$ cat src/rtl/assert_macros.svh
// Assertion macros for the RTL of the empirical CDF p-value block.
`ifndef ASSERT_MACROS_SVH
`define ASSERT_MACROS_SVH
`ifndef NO_ASSERTIONS
`define ASSERT_IMPLY(lbl, clk, rst_n, prop, msg) \
	lbl: assert property (@(posedge clk) disable iff (!rst_n) prop) else $error(msg);
`define ASSERT_NEVER(lbl, clk, rst_n, cond, msg) \
	lbl: assert property (@(posedge clk) disable iff (!rst_n) !(cond)) else $error(msg);
`else
`define ASSERT_IMPLY(lbl, clk, rst_n, prop, msg)
`define ASSERT_NEVER(lbl, clk, rst_n, cond, msg)
`endif
`endif

$ cat src/rtl/ecdf_pkg.sv
// Types and constants shared by the empirical CDF p-value block.
`timescale 1ns / 1ps
package ecdf_pkg;

	localparam int NULL_DEPTH = 1024;
	localparam int NULL_AW    = $clog2(NULL_DEPTH);
	localparam int CNT_W      = $clog2(NULL_DEPTH + 1);
	localparam int REM_W      = CNT_W + 1;
	localparam int SAMPLE_W   = 32;
	localparam int P_W        = 17;
	localparam int DIV_STEPS  = P_W;
	localparam int STEP_W     = $clog2(DIV_STEPS);
	localparam int CMDQ_DEPTH = 2;
	localparam int CMDQ_PW    = $clog2(CMDQ_DEPTH);
	localparam int CMDQ_CW    = $clog2(CMDQ_DEPTH + 1);

	localparam logic OP_LOAD  = 1'b0;
	localparam logic OP_QUERY = 1'b1;

	typedef struct packed {
		logic                       op;
		logic [9:0]                 null_index;
		logic signed [SAMPLE_W-1:0] sample_value;
	} in_item_t;

	typedef struct packed {
		logic [P_W-1:0]   p_value;
		logic [CNT_W-1:0] le_count;
	} out_item_t;

	typedef struct packed {
		logic                       is_query;
		logic [NULL_AW-1:0]         index;
		logic signed [SAMPLE_W-1:0] sample;
	} cmd_t;

	typedef enum logic [1:0] {
		ST_IDLE,
		ST_WALK,
		ST_DIV,
		ST_DONE
	} ecdf_state_t;

endpackage

$ cat src/rtl/ecdf_front.sv
// Front end: accepts items, classifies them and queues them for the back end.
`timescale 1ns / 1ps
module ecdf_front import ecdf_pkg::*; (
	input  logic     clk,
	input  logic     arst_n,
	input  logic     push,
	output logic     full,
	input  in_item_t in_item,
	output logic     cmd_valid,
	output cmd_t     cmd,
	input  logic     cmd_pop
);

	cmd_t               cmdq_q [CMDQ_DEPTH];
	logic [CMDQ_PW-1:0] wr_ptr_q;
	logic [CMDQ_PW-1:0] rd_ptr_q;
	logic [CMDQ_CW-1:0] count_q;
	logic               do_push;
	logic               do_pop;
	cmd_t               new_cmd;

	assign full      = (count_q == CMDQ_CW'(CMDQ_DEPTH));
	assign cmd_valid = (count_q != '0);
	assign do_push   = push && !full;
	assign do_pop    = cmd_pop && cmd_valid;
	assign cmd       = cmdq_q[rd_ptr_q];

	always_comb begin
		new_cmd.is_query = (in_item.op == OP_QUERY);
		new_cmd.index    = in_item.null_index[NULL_AW-1:0];
		new_cmd.sample   = in_item.sample_value;
	end

	always_ff @(posedge clk) begin
		if (do_push) begin
			cmdq_q[wr_ptr_q] <= new_cmd;
		end
	end

	always_ff @(posedge clk or negedge arst_n) begin
		if (!arst_n) begin
			wr_ptr_q <= '0;
			rd_ptr_q <= '0;
			count_q  <= '0;
		end else begin
			if (do_push) begin
				wr_ptr_q <= (wr_ptr_q == CMDQ_PW'(CMDQ_DEPTH - 1)) ? '0 : wr_ptr_q + 1'b1;
			end
			if (do_pop) begin
				rd_ptr_q <= (rd_ptr_q == CMDQ_PW'(CMDQ_DEPTH - 1)) ? '0 : rd_ptr_q + 1'b1;
			end
			if (do_push && !do_pop) begin
				count_q <= count_q + 1'b1;
			end else if (do_pop && !do_push) begin
				count_q <= count_q - 1'b1;
			end
		end
	end

endmodule

$ cat config.mk
export PLATFORM = sky130hd
export DESIGN_NAME = ecdf_front
export DESIGN_NICKNAME = d
export VERILOG_FILES = /design/src/rtl/assert_macros.svh /design/src/rtl/ecdf_pkg.sv /design/src/rtl/ecdf_front.sv
export SDC_FILE = /design/constraint.sdc
export NUM_CORES = 1
export LEC_CHECK = 0
export BUFFER_PORTS_ARGS = -buffer_cell sky130_fd_sc_hd__buf_2
export CAP_MARGIN = 25
export CORE_UTILIZATION = 45
export DETAILED_ROUTE_END_ITERATION = 8
export PLACE_DENSITY = 0.72
export SKIP_LAST_GASP = 1
export SYNTH_ARGS = -nofsm -noshare
export SYNTH_HDL_FRONTEND = slang
export SYNTH_SLANG_ARGS = --single-unit
$ cat constraint.sdc
create_clock -name clk -period 2.85 [get_ports clk]
set_input_delay 0.1425 -clock clk [delete_from_list [all_inputs] [get_ports clk]]
set_output_delay 0.1425 -clock clk [all_outputs]
set_load 0.01 [all_outputs]
==> run summary, run 1 <==
Class of the tightest hold or removal check: primary input to flip-flop. The largest driver fanout on the critical path is 33, and the core footprint is 7410 sq um. The logs give 3500 sq um for the post-synthesis instance area and 0 for the number of synthesis warnings. The net count after synthesis is 201. The global routing usage on met3 was 5.39%; the transition at the pin with the smallest max-transition slack was 0.412 ns. The number of port buffers was 91; the leakage dissipation was 0.00193 uW. At the worst endpoint, the required time is 2.71 ns. The global-route met1 utilization was 18.5%; the horizontal die dimension was 90.3 um. The flow ran to the end, and the final reports show no timing, DRC or antenna violations. Total half-perimeter wirelength after legalization and detailed placement: 3560 um. The post-synthesis average cell area is 22.9 sq um. The sequential share of the synthesized area was 76.5%. The H-tree level count was 3; the number of placed cells counting well taps was 341. The tools report the critical path launch point type as a flip-flop.

The total of max-cap violations came out at 0. Dividing total power by cell area gives a power density of 951 nW/um^2. Global routing used 15.5% of the available tracks. Subtracting the final worst setup slack from the clock period gives 1.95 ns. The number of antenna violations at the first check in global routing was 0.

The post-route netlist has 51.7% of its cells at a drive strength greater than 1. The detail route stage leaves a number of antenna-violating nets equal to 0. The count of pins over their slew limit is 0, and the clock buffer count from CTS is 9. Most frequent standard cell in the layout excluding fill and tap cells: sky130_fd_sc_hd__buf_2. The first global-routing pass estimated 9310 um of wire. The first routing iteration left 96 violations.

The largest total area in the synthesized netlist belongs to sky130_fd_sc_hd__edfxtp_1. Layer with the highest usage after global routing: met2. The tools report the iteration count of the initial detailed-routing pass as 4. The clock arrives with 0.00443 ns of skew.

In the final timing run, aggregate negative setup slack is 0 ns. The tools report the tightest slew margin relative to the limit as 72.6%. By area the synthesized netlist is led by sky130_fd_sc_hd__edfxtp_1 74%, sky130_fd_sc_hd__mux2_4 17%, sky130_fd_sc_hd__dfrtp_1 2.9%. The tools report the data arrival time at the worst-slack endpoint as 1.81 ns.

In the finished design, the share of the clock period the worst path needs comes to 68.5%. TritonCTS built the clock tree. The portion of synthesized cell area occupied by the leading cell type works out to 73.7%. In the routed layout, each cell is associated on average with a via count of 4.62. The run gives 47.3% as the initial core utilization. After detailed routing, the average wire length per cell comes to 14.5 um.

Counting every instance in the synthesized netlist gives 153. Buffers added to address setup during post-CTS repair amount to 0. Setup violations remaining at the end of the flow were counted as 0. The run gives 8150 sq um as the area of the die. STA classifies the critical path endpoint as an output port. For the worst-skew pair, the clock arrives at the later sink with an insertion delay of 0.35 ns. The largest net degree at the start of global routing was 34; the final total power was 4520 uW.

Derived from the worst setup path, the maximum achievable clock frequency is 512 MHz. After clock tree synthesis, the clock-pin slew on the worst setup and hold paths is 0.08 ns. Critical path start-end classification: flip-flop to output port.

Clock tree synthesis selected as its root buffer the cell sky130_fd_sc_hd__clkbuf_8. The final layout net count is 345. The clock drives 90 sinks. The number of antenna diodes in the final layout is 0. The floorplan step set the die height to 90.3 um. The area added between synthesis and finish is 35.7%.

The count of final hold-check violations is 0, and the maximum buffer depth of the clock tree is 2. The count of placed standard cells in the final layout, fillers left out is 401. The logs give 31 for the total number of placement rows and 0.000634 V for the worst-case vdd ir drop. The via count of the first global-routing pass is 1,906, and the post-detailed-routing wire length is 5830 um. The remaining global-route overflow is 0, and the number of synthesized register bits is 90. Number of primary I/O pins: 92. Global routing used 25.7% of the available met2 tracks. After detailed routing, the number of remaining DRC violations is 0. The routed layout has 1,852 vias. The placer congestion estimate is 0.719.

In the layout the commonest cells are 91 x sky130_fd_sc_hd__buf_2, 86 x sky130_fd_sc_hd__edfxtp_1, 44 x sky130_fd_sc_hd__dlygate4sd3_1, 39 x sky130_fd_sc_hd__mux2_4, 9 x sky130_fd_sc_hd__clkbuf_8. The netlist uses 16 different library cells. Setup repair after global routing left no endpoint under its margin.
-- final cells by class --
class | instances | area (sq um)
sequential | 90 | 2680
fill | 528 | 2650
timing repair buffer | 138 | 943
multi-input combinational | 56 | 732
clock inverter | 7 | 140
clock buffer | 9 | 124
tap | 99 | 124
inverter | 2 | 7.51
-- synthesized netlist by cell type --
cell and count:
sky130_fd_sc_hd__ha_1 1, sky130_fd_sc_hd__nand2_1 1, sky130_fd_sc_hd__mux2_4 39, sky130_fd_sc_hd__nand2_2 1
sky130_fd_sc_hd__inv_1 2, sky130_fd_sc_hd__mux2_2 4, sky130_fd_sc_hd__or2_1 1, sky130_fd_sc_hd__nor2_1 2
sky130_fd_sc_hd__buf_12 4, sky130_fd_sc_hd__buf_6 1, sky130_fd_sc_hd__and3_1 1, sky130_fd_sc_hd__edfxtp_1 86
sky130_fd_sc_hd__xnor2_1 3, sky130_fd_sc_hd__nand2b_1 1, sky130_fd_sc_hd__dfrtp_1 4, sky130_fd_sc_hd__xor2_1 2
-- state kept, by name, summed over array words and instances (netlist names) --
signal    count
cmdq_q       86
wr_ptr_q      1
count_q       2
rd_ptr_q      1
-- critical path, cell delays in order, from the launching register on --
cell	delay, ns
sky130_fd_sc_hd__dfrtp_2	0.62
sky130_fd_sc_hd__buf_12	0.31
sky130_fd_sc_hd__mux2_2	0.38
sky130_fd_sc_hd__buf_2	0.15
-- logic make-up (layout without fill, tap and decap cells) --
family | after synthesis | after routing | share of synthesized area, %
adders and majority gates | 1 | 1 | 0.357
DFF | 90 | 90 | 76.5
xor gates and xnor gates | 5 | 5 | 1.25
buffers and inverters | 7 | 156 | 2.82
muxes | 43 | 43 | 18.0
and+or+nand+nor | 7 | 7 | 1.04
-- layer usage --
metal / routed length, um / part of all wire (%) / up-vias
met5: 0 / 0 / -
met1: 2550 / 44 / 893
li1: - / - / 879
met3: 388 / 6.7 / 7
met2: 2810 / 48 / 73
met4: 78 / 1.3 / 0
-- path summary, 6_finish.rpt --
check,slack [ns],start,to,depth (start not counted)
min in group asynchronous,0.12,arst_n,count_q[0],2
max in group asynchronous,2.60,arst_n,rd_ptr_q,2
hold / removal,0.06,cmd_pop,rd_ptr_q,3
setup reg to reg,1.08,count_q[0],cmdq_q[1][39],3
setup / recovery,0.90,rd_ptr_q,cmd[22],3
hold reg to reg,0.52,count_q[1],count_q[1],1
-- power breakdown --
group	internal (uW)	total (uW)	switching (uW)
registers	1810	1940	128
logic	796	1490	695
clock network	671	1100	425
-- through the flow --
stage / util, % / hold WS (ns) / setup slack (ns) / instance area, sq um
after floorplan: - / -0.153 / 0.687 / 3510
after global placement: 54.7 / -0.0472 / 1.10 / 4050
after global routing: 64.2 / 0.0585 / 0.796 / 4750
after CTS: 64.2 / 0.0457 / 0.855 / 4750
final: 64.2 / 0.0593 / 0.897 / 4750
after detailed placement: 54.7 / -0.0461 / 1.07 / 4050
-- timing repair --
action / 4_1_cts / 5_1_grt
hold buffers: 44 / 0
endpoints found under the setup margin: 0 / 0
resized for setup: 0 / 0
endpoints found under the hold margin: 90 / 0
No activity file was read; power rests on OpenSTA's default activity.
==> run 2: changes to the inputs <==
--- a/config.mk
+++ b/config.mk
@@ -9,7 +9,7 @@
 export CAP_MARGIN = 25
 export CORE_UTILIZATION = 45
 export DETAILED_ROUTE_END_ITERATION = 8
-export PLACE_DENSITY = 0.72
+export PLACE_DENSITY = 0.7
 export SKIP_LAST_GASP = 1
 export SYNTH_ARGS = -nofsm -noshare
 export SYNTH_HDL_FRONTEND = slang
==> constraint.sdc (replaced) <==
create_clock -name clk -period 1.8 [get_ports clk]
set_input_delay 0.09 -clock clk [delete_from_list [all_inputs] [get_ports clk]]
set_output_delay 0.09 -clock clk [all_outputs]
set_load 0.01 [all_outputs]
==> run 2 against run 1 <==
Effect of this change: worst setup slack got worse by 0.76 ns; critical path depth did not move; clock-buffer cell count did not move; sequential power rose by 58%; die area did not move; power rose by 57%.
==> run summary, run 2 (same netlist as run 1, synthesis figures left out) <==
Worst-case vdd ir drop: 0.00106 V (+67%). The run gives 47.3% (unchanged) as the initial core utilization. The tools report the largest net degree at the start of global routing as 34 (unchanged). The path class of the tightest hold or removal check is primary input to async pin. The largest driver fanout on the critical path works out to 11 (-67%). The number of flip-flops under the largest register name was 86 (unchanged); the horizontal die dimension was 90.3 um (unchanged).

Largest register by flop count: cmdq_q. The switching portion of total power is 28.4% (+0.84 points), and the total half-perimeter wirelength after legalization and detailed placement is 3700 um (+3.9%). The tools report the final number of setup-violating endpoints as 0 (unchanged). Number of antenna violations at the first check in global routing: 0 (unchanged). The count of inserted antenna diode cells was 0 (unchanged); the via count of the first global-routing pass was 2,036 (+6.8%).

The number of primary I/O pins was 92 (unchanged); the power density over the cells was 1470 nW/um^2 (+55%). The number of remaining DRC errors came out at 0 (unchanged). The number of port buffers is 91 (unchanged), and the DRC violation total after the first TritonRoute iteration is 70 (-27%). The tree is rooted in a sky130_fd_sc_hd__clkbuf_8.

For the placer congestion estimate, the log shows 0.653 (-9.2%). The tools report the setup TNS after final layout as 0 ns (unchanged). For the later-pin clock latency in the skew report, the log shows 0.34 ns (about the same). TritonCTS built the clock tree.

The internal power is 5070 uW (+55%), and the time the final worst path needs with I/O delays and setup is 1.66 ns. The library cell used most frequently in the layout, excluding fill and tap cells, is sky130_fd_sc_hd__buf_2. For the core footprint, the log shows 7410 sq um (unchanged).

The transition at the pin with the smallest max-transition slack was 0.198 ns (-0.214 ns); the portion of total power attributed to the clock network was 20.3% (-3.9 points). The fraction of power consumed by sequential logic is 43.2% (+0.4 points). Setup repair after global routing left no endpoint under its margin. The clock buffer count from CTS is 9 (unchanged), and the maximum buffer depth of the clock tree is 2 (unchanged). The logs give 4 (unchanged) for the iteration count of the initial detailed-routing pass and 8150 sq um (unchanged) for the area of the die. The first-pass GRT wire length is 9750 um (+4.7%), and the final total power is 7090 uW (+57%). The H-tree level count came out at 3 (unchanged). In the layout the commonest cells are 91 x sky130_fd_sc_hd__buf_2, 86 x sky130_fd_sc_hd__edfxtp_1, 45 x sky130_fd_sc_hd__dlygate4sd3_1, 39 x sky130_fd_sc_hd__mux2_4, 9 x sky130_fd_sc_hd__clkbuf_8. The detailed-route wire length per cell came out at 14.6 um (+0.54%). Based on the critical path, the design can be clocked at up to 601 MHz. The fraction of final layout cells sized beyond drive strength 1 works out to 52.9% (+1.2 points). The flow ran to the end, and the final reports show no timing, DRC or antenna violations. The overall track demand over capacity in global routing is 15.9% (+0.34 points), and the combinational share of power is 36.4% (+3.4 points). For the remaining global-route overflow, the log shows 0 (unchanged). Clock tree skew after final layout: 0.00654 ns (+0.00212 ns).

The worst setup path is captured at an output port. The die boundary height was 90.3 um (unchanged); the tightest slew margin relative to the limit was 86.8% (+14 points). The leakage dissipation is 0.00196 uW (+1.7%), and the clock slew seen by the registers of the worst setup and hold paths is 0.08 ns (about the same). For the data arrival time at the worst-slack endpoint, the log shows 1.57 ns (-0.24 ns). The number of antenna-violating nets in the routed design is 0 (unchanged), and the count of pins over their slew limit is 0 (unchanged).

The overall via count from detail_route is 1,875 (+1.2%), and the number of vias per cell is 4.56 (-1.2%). The worst setup path is launched from a flip-flop. The number of clock sinks is 90 (unchanged).

The run gives 31 (unchanged) as the total number of placement rows. The largest registers in the layout are cmdq_q: 86 flops, count_q: 2 flops. The tools report the count of final hold-check violations as 0 (unchanged). The slowest stage of the critical path belongs to the cell sky130_fd_sc_hd__dfrtp_4.

For the required time of the critical path, the log shows 1.71 ns (-1.00 ns). The highest cell delay on the worst timing path was 0.57 ns (-0.05 ns). The net load switching power is 2010 uW (+61%). For the post-detailed-routing wire length, the log shows 6010 um (+3.1%). After layout, the worst path uses 92.5% of the clock period. The area added between synthesis and finish is 37.3%.

The critical path in this run is classified as flip-flop to output port. The logs give 0 (unchanged) for the total of max-cap violations and 355 (+2.9%) for the final layout net count. The critical path goes through buf_4 > mux2_4 > buf_2.
run 2: through the flow:
step / setup slack [ns] / area, sq um / utilization [%] / hold WS (ns) / instances
floorplan: 0.0973 / 3510 / - / -0.206 / 153
global placement: 0.324 / 4110 / 55.4 / -0.0981 / 345
detailed placement: 0.298 / 4110 / 55.4 / -0.0947 / 345
CTS: 0.0247 / 4770 / 64.4 / 0.0722 / 406
global route: 0.0845 / 4810 / 65.0 / 0.0906 / 411
finish: 0.136 / 4810 / 65.0 / 0.0937 / 411
run 2: worst paths after layout:
path,from,endpoint,slack (ns),cells past startpoint
min in group clk,push,wr_ptr_q,0.11,3
worst min register to register,count_q[1],count_q[1],0.49,1
worst max-delay path,rd_ptr_q,cmd[10],0.14,3
max in group asynchronous,arst_n,rd_ptr_q,1.57,2
worst max register to register,count_q[0],count_q[1],0.27,6
worst min-delay path,arst_n,count_q[1],0.09,2
run 2: final cells by class:
cell class / instances / area (sq um)
timing repair buffer: 148 / 1050
tap: 99 / 124
inverter: 2 / 7.51
sequential: 90 / 2690
multi-input combinational: 56 / 732
clock buffer: 9 / 124
clock inverter: 7 / 92.6
fill: 531 / 2600
run 2: power groups by stage:
stage                     clock [uW]  sequential, uW  combinational, uW
after floorplan                    0            3020               1810
after global placement             0            3120               2380
after detailed placement           0            3150               2400
after CTS                       1500            3110               2490
after global routing            1560            3110               2780
final                           1440            3060               2580
run 2: worst max-delay path: cells and delay by family, from the launching register on:
| family | cells | cell delay (ns) |
|---|---|---|
| mux | 1 | 0.31 |
| buf+inv | 2 | 0.36 |
| flops | 1 | 0.57 |
run 2: layer usage:
layer | routed length (um) | track usage [%] | part of all wire (%)
met5 | 0 | 0 | 0
met4 | 64 | 5.65 | 1.1
met3 | 353 | 4.71 | 5.9
met2 | 3080 | 28.1 | 51
met1 | 2510 | 18.3 | 42
run 2: what timing repair did:
action / CTS / global route
setup endpoints to repair: 32 / 7
buffers inserted: 0 / 5
endpoints found under the hold margin: 91 / 0
resized for setup: 1 / 0
hold buffers: 45 / 0
